===== config.mk =====
export PLATFORM = sky130hd
export DESIGN_NAME = tap_strafe_key_injector
export DESIGN_NICKNAME = d
export VERILOG_FILES = /design/src/tsk_pkg.sv /design/src/tsk_ctrl.sv /design/src/tsk_datapath.sv /design/src/tap_strafe_key_injector.sv
export SDC_FILE = /design/constraint.sdc
export NUM_CORES = 1
export LEC_CHECK = 0
export ABC_AREA = 1
export CORE_MARGIN = 1.5
export CORE_UTILIZATION = 45
export DETAILED_ROUTE_END_ITERATION = 12
export DONT_BUFFER_PORTS = 1
export SYNTH_ARGS = -nofsm -noshare
export SYNTH_HDL_FRONTEND = slang
export SYNTH_SLANG_ARGS = --single-unit

===== constraint.sdc =====
create_clock -name clk -period 5.05 [get_ports clk]
set_input_delay 0.505 -clock clk [delete_from_list [all_inputs] [get_ports clk]]
set_output_delay 0.505 -clock clk [all_outputs]
set_load 0.03 [all_outputs]

===== src/tsk_pkg.sv =====
// Shared types and codes for the tap-strafe key injector.
// Used by the controller, the datapath and the top level; no dependencies.
package tsk_pkg;

    // Item kinds carried in tuser.
    localparam logic OP_KEY  = 1'b0;
    localparam logic OP_TICK = 1'b1;

    // Input key codes.
    localparam logic [2:0] KEY_IN_A      = 3'd0;
    localparam logic [2:0] KEY_IN_D      = 3'd1;
    localparam logic [2:0] KEY_IN_W      = 3'd2;
    localparam logic [2:0] KEY_IN_SHIFT  = 3'd3;
    localparam logic [2:0] KEY_IN_NULL_A = 3'd4;
    localparam logic [2:0] KEY_IN_NULL_D = 3'd5;

    // Output key codes and actions.
    localparam logic [1:0] KEY_OUT_A = 2'd0;
    localparam logic [1:0] KEY_OUT_D = 2'd1;
    localparam logic [1:0] KEY_OUT_W = 2'd2;
    localparam logic       ACT_REG   = 1'b0;
    localparam logic       ACT_UNREG = 1'b1;

    // Configuration register indexes.
    localparam logic [1:0] CFG_INTERVAL = 2'd0;
    localparam logic [1:0] CFG_VARIANCE = 2'd1;
    localparam logic [1:0] CFG_PRESS    = 2'd2;

    // Reset values.
    localparam logic [9:0]  INTERVAL_RST = 10'd20;
    localparam logic [6:0]  VARIANCE_RST = 7'd0;
    localparam logic [9:0]  PRESS_RST    = 10'd10;
    localparam logic [15:0] SEED_RST     = 16'hA361;

    // Bit steps of the jitter modulo, one per dividend bit.
    localparam int MOD_STEPS = 16;

    // Commands from the controller to the datapath.
    typedef struct packed {
        logic capture;
        logic eval;
        logic mod_step;
        logic finish;
    } tsk_cmd_t;

    // Status from the datapath to the controller.
    typedef struct packed {
        logic need_mod;
        logic out_free;
    } tsk_sts_t;

endpackage


===== src/tsk_ctrl.sv =====
// Sequencer for the tap-strafe key injector: accept, evaluate, jitter modulo, finish.
// Depends on tsk_pkg for the command and status types.
module tsk_ctrl (
    input  logic              clk,
    input  logic              rst_n,
    input  logic              s_tvalid,
    output logic              s_tready,
    input  tsk_pkg::tsk_sts_t sts,
    output tsk_pkg::tsk_cmd_t cmd
);
    import tsk_pkg::*;

    typedef enum logic [1:0] {
        S_IDLE,
        S_EVAL,
        S_MOD,
        S_FIN
    } state_t;

    state_t     state_reg;
    logic [3:0] step_cnt_reg;

    // Command decode from the current state.
    assign s_tready     = (state_reg == S_IDLE);
    assign cmd.capture  = s_tvalid && (state_reg == S_IDLE);
    assign cmd.eval     = (state_reg == S_EVAL);
    assign cmd.mod_step = (state_reg == S_MOD);
    assign cmd.finish   = (state_reg == S_FIN) && sts.out_free;

    // State register and modulo step counter.
    always_ff @(posedge clk or negedge rst_n)
    begin
        if (!rst_n)
        begin
            state_reg    <= S_IDLE;
            step_cnt_reg <= '0;
        end
        else
        begin
            case (state_reg)
                S_IDLE:
                begin
                    if (s_tvalid)
                        state_reg <= S_EVAL;
                end
                S_EVAL:
                begin
                    step_cnt_reg <= '0;
                    state_reg    <= sts.need_mod ? S_MOD : S_FIN;
                end
                S_MOD:
                begin
                    step_cnt_reg <= step_cnt_reg + 4'd1;
                    if (step_cnt_reg == 4'(MOD_STEPS - 1))
                        state_reg <= S_FIN;
                end
                S_FIN:
                begin
                    if (sts.out_free)
                        state_reg <= S_IDLE;
                end
                default:
                begin
                    state_reg <= S_IDLE;
                end
            endcase
        end
    end

endmodule


===== src/tsk_datapath.sv =====
// Datapath of the tap-strafe key injector: key state, timing, jitter draw and result buffer.
// Depends on tsk_pkg for codes and the command and status types.
module tsk_datapath (
    input  logic              clk,
    input  logic              rst_n,
    input  tsk_pkg::tsk_cmd_t cmd,
    output tsk_pkg::tsk_sts_t sts,
    input  logic [23:0]       s_tdata,
    input  logic [0:0]        s_tuser,
    output logic              m_tvalid,
    input  logic              m_tready,
    output logic [7:0]        m_tdata,
    output logic              m_tlast,
    input  logic              cfg_valid,
    input  logic [1:0]        cfg_index,
    input  logic [9:0]        cfg_data
);
    import tsk_pkg::*;

    localparam logic MODE_NOW       = 1'b0;
    localparam logic MODE_NOW_MINUS = 1'b1;

    // One step of the 16-bit xorshift generator.
    function automatic logic [15:0] xorshift16(input logic [15:0] s);
        logic [15:0] t;
        t = s ^ (s << 7);
        t = t ^ (t >> 9);
        t = t ^ (t << 8);
        return t;
    endfunction

    // Configuration registers.
    logic [9:0] interval_reg;
    logic [6:0] variance_reg;
    logic [9:0] press_reg;

    // Captured item.
    logic        op_reg;
    logic [2:0]  key_reg;
    logic        pr_reg;
    logic [15:0] now_reg;
    logic        layer_reg;

    // Key state.
    logic        a_down_reg, d_down_reg, w_phys_reg, shift_reg, w_inj_reg;
    logic [15:0] start_reg;
    logic [15:0] cur_int_reg;
    logic [15:0] seed_reg;

    // Evaluation results held until finish.
    logic        draw_reg;
    logic        mode_reg;
    logic [1:0]  res_n_reg;
    logic [2:0]  res0_reg, res1_reg;

    // Modulo unit.
    logic [15:0] div_reg;
    logic [7:0]  rem_reg;

    // Output buffer: entries hold {last, key, action}.
    logic [1:0]  out_cnt_reg;
    logic [3:0]  buf0_reg, buf1_reg;

    // Combinational evaluation signals.
    logic        a_next, d_next, w_phys_next, shift_next, w_inj_next;
    logic        draw_next, mode_next;
    logic [1:0]  res_n_next;
    logic [2:0]  res0_next, res1_next;
    logic        was_moving, should;
    logic [15:0] elapsed;
    logic [15:0] seed_next;
    logic [7:0]  range;
    logic [8:0]  trial;
    logic [15:0] interval_new;

    assign range     = {variance_reg, 1'b1};
    assign elapsed   = now_reg - start_reg;
    assign seed_next = xorshift16(seed_reg ^ now_reg);
    assign trial     = {rem_reg, div_reg[15]};

    // Decide the results and the new flags from the item and the old state.
    always_comb
    begin
        a_next      = a_down_reg;
        d_next      = d_down_reg;
        w_phys_next = w_phys_reg;
        shift_next  = shift_reg;
        w_inj_next  = w_inj_reg;
        draw_next   = 1'b0;
        mode_next   = MODE_NOW;
        res_n_next  = 2'd0;
        res0_next   = 3'd0;
        res1_next   = 3'd0;
        was_moving  = a_down_reg || d_down_reg;
        should      = layer_reg && was_moving && !shift_reg;
        if (op_reg == OP_KEY)
        begin
            case (key_reg)
                KEY_IN_NULL_A:
                begin
                    res0_next  = {KEY_OUT_A, pr_reg ? ACT_REG : ACT_UNREG};
                    res1_next  = {KEY_OUT_D, pr_reg ? ACT_UNREG : ACT_REG};
                    res_n_next = d_down_reg ? 2'd2 : 2'd1;
                    a_next     = pr_reg;
                end
                KEY_IN_A:
                begin
                    a_next = pr_reg;
                end
                KEY_IN_NULL_D:
                begin
                    res0_next  = {KEY_OUT_D, pr_reg ? ACT_REG : ACT_UNREG};
                    res1_next  = {KEY_OUT_A, pr_reg ? ACT_UNREG : ACT_REG};
                    res_n_next = a_down_reg ? 2'd2 : 2'd1;
                    d_next     = pr_reg;
                end
                KEY_IN_D:
                begin
                    d_next = pr_reg;
                end
                KEY_IN_W:
                begin
                    w_phys_next = pr_reg;
                    if (pr_reg)
                        w_inj_next = 1'b0;
                    draw_next = 1'b1;
                end
                KEY_IN_SHIFT:
                begin
                    shift_next = pr_reg;
                    draw_next  = 1'b1;
                end
                default:
                begin
                end
            endcase
            // The first strafe key starts a full interval in the past.
            if (!was_moving && (a_next || d_next))
            begin
                draw_next = 1'b1;
                mode_next = MODE_NOW_MINUS;
            end
        end
        else if (!should || w_phys_reg)
        begin
            if (w_inj_reg)
            begin
                if (!w_phys_reg)
                begin
                    res0_next  = {KEY_OUT_W, ACT_UNREG};
                    res_n_next = 2'd1;
                end
                w_inj_next = 1'b0;
            end
        end
        else if (w_inj_reg)
        begin
            if (elapsed >= {6'd0, press_reg})
            begin
                res0_next  = {KEY_OUT_W, ACT_UNREG};
                res_n_next = 2'd1;
                w_inj_next = 1'b0;
            end
        end
        else if (elapsed >= cur_int_reg)
        begin
            draw_next  = 1'b1;
            res0_next  = {KEY_OUT_W, ACT_REG};
            res_n_next = 2'd1;
            w_inj_next = 1'b1;
        end
    end

    assign sts.need_mod = draw_next && (variance_reg != 7'd0);
    assign sts.out_free = (out_cnt_reg == 2'd0);

    // New interval from the nominal value and the jitter remainder.
    assign interval_new = (variance_reg == 7'd0) ? {6'd0, interval_reg}
                        : ({6'd0, interval_reg} - {9'd0, variance_reg} + {8'd0, rem_reg});

    // Configuration writes.
    always_ff @(posedge clk or negedge rst_n)
    begin
        if (!rst_n)
        begin
            interval_reg <= INTERVAL_RST;
            variance_reg <= VARIANCE_RST;
            press_reg    <= PRESS_RST;
        end
        else if (cfg_valid)
        begin
            case (cfg_index)
                CFG_INTERVAL: interval_reg <= cfg_data;
                CFG_VARIANCE: variance_reg <= cfg_data[6:0];
                CFG_PRESS:    press_reg    <= cfg_data;
                default:
                begin
                end
            endcase
        end
    end

    // Item capture, evaluation results and the modulo unit.
    always_ff @(posedge clk)
    begin
        if (cmd.capture)
        begin
            op_reg    <= s_tuser[0];
            key_reg   <= s_tdata[2:0];
            pr_reg    <= s_tdata[3];
            now_reg   <= s_tdata[19:4];
            layer_reg <= s_tdata[20];
        end
        if (cmd.eval)
        begin
            draw_reg  <= draw_next;
            mode_reg  <= mode_next;
            res_n_reg <= res_n_next;
            res0_reg  <= res0_next;
            res1_reg  <= res1_next;
            div_reg   <= seed_next;
            rem_reg   <= '0;
        end
        else if (cmd.mod_step)
        begin
            div_reg <= {div_reg[14:0], 1'b0};
            if (trial >= {1'b0, range})
                rem_reg <= 8'(trial - {1'b0, range});
            else
                rem_reg <= trial[7:0];
        end
    end

    // Key state and timing.
    always_ff @(posedge clk or negedge rst_n)
    begin
        if (!rst_n)
        begin
            a_down_reg  <= 1'b0;
            d_down_reg  <= 1'b0;
            w_phys_reg  <= 1'b0;
            shift_reg   <= 1'b0;
            w_inj_reg   <= 1'b0;
            start_reg   <= '0;
            cur_int_reg <= {6'd0, INTERVAL_RST};
            seed_reg    <= SEED_RST;
        end
        else
        begin
            if (cmd.eval)
            begin
                a_down_reg <= a_next;
                d_down_reg <= d_next;
                w_phys_reg <= w_phys_next;
                shift_reg  <= shift_next;
                w_inj_reg  <= w_inj_next;
                if (sts.need_mod)
                    seed_reg <= seed_next;
            end
            if (cmd.finish && draw_reg)
            begin
                cur_int_reg <= interval_new;
                start_reg   <= (mode_reg == MODE_NOW_MINUS) ? (now_reg - interval_new) : now_reg;
            end
        end
    end

    // Result buffer, loaded only when empty and drained one item per handshake.
    always_ff @(posedge clk or negedge rst_n)
    begin
        if (!rst_n)
        begin
            out_cnt_reg <= 2'd0;
        end
        else if (cmd.finish)
        begin
            out_cnt_reg <= res_n_reg;
        end
        else if (m_tvalid && m_tready)
        begin
            out_cnt_reg <= out_cnt_reg - 2'd1;
        end
    end

    always_ff @(posedge clk)
    begin
        if (cmd.finish)
        begin
            buf0_reg <= {res_n_reg == 2'd1, res0_reg};
            buf1_reg <= {1'b1, res1_reg};
        end
        else if (m_tvalid && m_tready)
        begin
            buf0_reg <= buf1_reg;
        end
    end

    assign m_tvalid = (out_cnt_reg != 2'd0);
    assign m_tdata  = {5'd0, buf0_reg[2:0]};
    assign m_tlast  = buf0_reg[3];

    // The buffer holds at most the two results of one item.
    assert property (@(posedge clk) disable iff (!rst_n) out_cnt_reg != 2'd3)
        else $error("result buffer count out of range");

    // A finished jitter draw leaves a remainder below the range.
    assert property (@(posedge clk) disable iff (!rst_n)
        (cmd.finish && draw_reg && variance_reg != 7'd0) |-> ({1'b0, rem_reg} < {1'b0, range}))
        else $error("jitter remainder not below range");

    // An injected W only starts on a scan tick.
    assert property (@(posedge clk) disable iff (!rst_n)
        $rose(w_inj_reg) |-> $past(op_reg == OP_TICK))
        else $error("injected W set by a key event");

    // The buffer is never reloaded while results still wait.
    assert property (@(posedge clk) disable iff (!rst_n)
        cmd.finish |-> (out_cnt_reg == 2'd0))
        else $error("result buffer overwritten");

endmodule


===== src/tap_strafe_key_injector.sv =====
// Tap-strafe key injector: key event and scan tick items in, key register/unregister items out.
// An item is evaluated in the cycle after acceptance; the modulo state then runs the
// 16-step bit-serial modulo when a jittered interval is drawn, and the finish state loads
// the results into the output buffer. A new item is accepted only in the idle state.
// A new item is taken while earlier results wait; finishing waits for the output buffer to empty.
// Reset (rst_n low, asynchronous) restores all key state, the config registers and the seed at once.
module tap_strafe_key_injector (
    input  logic        clk,
    input  logic        rst_n,
    input  logic        s_tvalid,
    output logic        s_tready,
    input  logic [23:0] s_tdata,   // key[2:0], pressed[3], now_ms[19:4], strafe_layer_on[20]
    input  logic [0:0]  s_tuser,   // operation[0]
    output logic        m_tvalid,
    input  logic        m_tready,
    output logic [7:0]  m_tdata,   // action[0], out_key[2:1]
    output logic        m_tlast,
    input  logic        cfg_valid,
    output logic        cfg_ready,
    input  logic [1:0]  cfg_index,
    input  logic [9:0]  cfg_data
);
    import tsk_pkg::*;

    tsk_cmd_t cmd;
    tsk_sts_t sts;

    // Registers accept a write in every cycle.
    assign cfg_ready = 1'b1;

    tsk_ctrl u_ctrl (
        .clk      (clk),
        .rst_n    (rst_n),
        .s_tvalid (s_tvalid),
        .s_tready (s_tready),
        .sts      (sts),
        .cmd      (cmd)
    );

    tsk_datapath u_datapath (
        .clk       (clk),
        .rst_n     (rst_n),
        .cmd       (cmd),
        .sts       (sts),
        .s_tdata   (s_tdata),
        .s_tuser   (s_tuser),
        .m_tvalid  (m_tvalid),
        .m_tready  (m_tready),
        .m_tdata   (m_tdata),
        .m_tlast   (m_tlast),
        .cfg_valid (cfg_valid),
        .cfg_index (cfg_index),
        .cfg_data  (cfg_data)
    );

endmodule

==> results by group <==
Synthesis
  • Ys Warns: 0
  • Flop and latch count out of synthesis: between 100 and 150
  • Most instantiated flip-flop cell in the synthesis netlist: dfrtp_1
  • Cells taking the most area after synthesis: dfrtp_1 19%, edfxtp_1 16%, ha_1 11%
  • Mapped Avg Cell Area: 8.45 um^2
  • Sequential fraction of the synthesis area: 40.8%
  • Cell taking the most area after synthesis: dfrtp_1
  • Distinct cell type count of the synthesized netlist: 55
  • Async SR Flop Fraction: 59.1%
  • Gate count of the mapped netlist: 1153
  • Number of flops mapped to enable cells by yosys: 53
  • Syn Std Cell Area: around 10000 um^2
  • Fraction of post-synthesis cell area in the top cell type by area: 19.3%

Clock network
  • TritonCTS Sinks: around 150
  • Number of CTS-inserted buffers: 17
  • CTS tree: built
  • Reg clk slew, reported paths: 0.08 ns
  • H-tree depth: 4
  • Clock network latency to the later pin of the worst-skew pair: 0.43 ns
  • Clock Path Buffers: 2
  • Library cell used as clock root buffer: clkbuf_16

Placed design
  • RD Place Congestion: ~0.90
  • Total of buffers placed on input and output ports: 0
  • DP HPWL: 16600 um

GRT
  • Congestion Overflow GR: 0
  • Global-route wire length before repair: 36500 um
  • Pin count of the biggest net entering global routing: 89
  • GRT Overall Usage: about a fifth
  • Number of antenna violations at the first check in global routing: 0
  • Number of global-route vias before repair: ~7300

Floorplan
  • Die height: 150 um
  • Die Area: 22500 um^2
  • Chip Width: 150 um
  • I/O pin total: 54
  • Floorplan row count: 53
  • Starting density of the core: a little under half
  • Placeable core region: 21200 um^2

Setup path
  • Type of origin of the critical path: flop
  • Worst flop-to-flop path endpoint: u_datapath.start_reg[10]$_DFFE_PN0P_
  • Worst path bufs/invs: 4
  • Type of destination of the critical path: flop
  • Reg2reg path depth: 21
  • Start of the worst register-to-register path: u_datapath.variance_reg[0]$_DFFE_PN0P_
  • Data required time of the critical path: 5.39 ns
  • Startpoint-to-endpoint class of the critical path: flop to flop
  • Worst reg-to-reg setup slack: 0.40 ns
  • Worst path max stage delay: roughly 0.47 ns
  • Cell breakdown of the critical path: ha_1, inv_1, fa_1, fa_1, or2_2, o21ai_0, buf_4, inv_1, fa_1, o31ai_1, inv_1, o21a_1, nor2_1, o21ai_0, nand2_1, nand3_1, o211ai_2, nand2_1, xnor2_1, nor2_1, o22ai_1
  • Endpoint arrival time on the critical path: between 4 and 5 ns
  • Number of cells on the critical path: 21
  • Worst path top cell family by delay: adder cells
  • Crit-path max FO: 3
  • Standard cell with the maximum stage delay on the critical path: fa_1

Drt
  • Total met2 wirelength after detailed routing: 10200 um
  • Number of routed nets with antenna violations: 0
  • Via count: 7444
  • DR top layer: met4
  • DRT Wirelength: 21900 um
  • Met1 wire length: between 10000 and 15000 um
  • Wire length per cell: about 15 um
  • Violation count after the first detailed-route iteration: 417
  • Drt pass-1 iters: 5
  • Total DRC errors in the routed layout: 0
  • Met3 routed wirelength: 637 um
  • Detailed-route vias per instance: 5.14

Timing
  • Final period util: 92.0%
  • Worst setup skew after layout: ~0.016 ns
  • Post-Route Setup TNS: 0 ns
  • Setup violations, final: 0
  • Fmax: roughly 220 MHz
  • RSZ-0062 raised after global routing: false
  • Relative max-transition margin: between 30% and 40%
  • Number of hold violations in the final report: 0
  • Max Transition Viols Final: 0
  • Time the worst path needs with I/O delays and setup: 4.65 ns
  • Measured slew at the worst slew-check pin: approximately 1 ns

Run status
  • Outcome: finished clean

Run
  • Max-cap violations: 0

Layout
  • Share of post-route cells with drive strength above 1: 8.78%
  • Antenna diodes: 0
  • Final nets: 1291
  • Post-synthesis to final-layout area growth: 9.75%

Hold path
  • Worst min-delay path startpoint: s_tdata[20]
  • Worst hold path stage count: 0
  • Worst hold endpoint: u_datapath.layer_reg$_DFFE_PP_
  • Class of the most critical hold timing path: input pin to flop
-- worst max path at each step --
stage                                                 startpoint                                    to  slack [ns]
after floorplan           u_datapath.variance_reg[0]$_DFFE_PN0P_  u_datapath.start_reg[14]$_DFFE_PN0P_        1.04
after global placement           u_datapath.now_reg[2]$_DFFE_PP_   u_datapath.seed_reg[12]$_DFFE_PN0P_        0.40
after detailed placement         u_datapath.now_reg[2]$_DFFE_PP_    u_datapath.seed_reg[7]$_DFFE_PN0P_        0.40
after CTS                        u_datapath.now_reg[2]$_DFFE_PP_    u_datapath.seed_reg[7]$_DFFE_PN0P_        0.39
after global routing      u_datapath.interval_reg[0]$_DFFE_PN0P_  u_datapath.start_reg[10]$_DFFE_PN0P_       0.001
final                     u_datapath.variance_reg[0]$_DFFE_PN0P_  u_datapath.start_reg[10]$_DFFE_PN0P_        0.40
-- repair_timing --
action,in CTS,in global routing
hold buffers,2,0
endpoints found under the hold margin,88,0
setup buffers,0,1
endpoints found under the setup margin,0,18
gates resized for setup,0,1
-- area by class of cell --
class | count | area, um^2
Clock inverter | 15 | 185
Tap cell | 275 | 344
Sequential cell | 149 | 3970
Multi-Input combinational cell | 819 | 5020
Clock buffer | 17 | 425
Inverter | 158 | 593
Fill cell | 1991 | 10500
Timing Repair Buffer | 15 | 148
-- worst reg2reg max path, stage by stage (launching register included) --
cell and delay, ns:
dfrtp_1 0.39, ha_1 0.19, inv_1 0.12, fa_1 0.48, fa_1 0.47, or2_2 0.30, o21ai_0 0.08, buf_4 0.19
inv_1 0.07, fa_1 0.47, o31ai_1 0.40, inv_1 0.08, o21a_1 0.19, nor2_1 0.16, o21ai_0 0.17, nand2_1 0.10
nand3_1 0.11, o211ai_2 0.12, nand2_1 0.10, xnor2_1 0.18, nor2_1 0.06, o22ai_1 0.13
-- Yosys cell counts, types with 13 or more instances --
cell type  number
a21oi_1        70
clkbuf_1       18
dfrtp_1        75
dfstp_2        13
edfxtp_1       53
ha_1           84
inv_1         154
mux2_2         15
nand2_1       264
nand3_1        49
nor2_1         43
nor3_1         15
o21ai_0       100
xnor2_1        46
xor2_1         32
-- placed cells by master (no fill, tap or decap), types with 43 or more instances in the layout --
master | synthesis | final
ha_1 | 84 | 84
o21ai_0 | 100 | 99
inv_1 | 154 | 154
nor2_1 | 43 | 43
dfrtp_1 | 75 | 75
nand2_1 | 264 | 264
xnor2_1 | 46 | 46
nand3_1 | 49 | 49
edfxtp_1 | 53 | 53
a21oi_1 | 70 | 70
-- per-layer routing --
layer / up-vias / global-route usage (%)
met5: - / 0
met4: 0 / 6.52
met3: 23 / 2.82
met2: 114 / 34.2
met1: 3469 / 28.7
li1: 3838 / -
-- cells by family (layout without fill, tap and decap cells) --
group | Yosys count | in the layout | synth area share (%)
XOR/XNOR | 78 | 78 | 7.02
flip-flops | 149 | 149 | 40.8
AO/OA/AOI/OAI | 220 | 220 | 12.6
adder cells (fa/ha/maj) | 89 | 89 | 11.8
buffers and inverters | 189 | 205 | 7.81
other | 2 | 6 | 0.0771
AND/OR/NAND/NOR | 410 | 410 | 18.1
multiplexers | 16 | 16 | 1.84
-- metrics by stage --
| step | hold WS, ns | worst slack, ns | cells | utilization, % | instance area, um^2 |
|---|---|---|---|---|---|
| detailed placement | 0.212 | 0.400 | 1413 | 47.4 | 10000 |
| finish | 0.163 | 0.404 | 1448 | 50.5 | 10700 |
| global placement | 0.213 | 0.405 | 1413 | 47.4 | 10000 |
| floorplan | 0.209 | 1.04 | 1157 | - | 9750 |
| CTS | 0.148 | 0.391 | 1447 | 50.4 | 10700 |
| global route | 0.147 | 0.00129 | 1448 | 50.5 | 10700 |
Power is left out: the tool's default activity adds up to more than one toggle a clock period on the data nets, which glitch-free logic cannot reach.
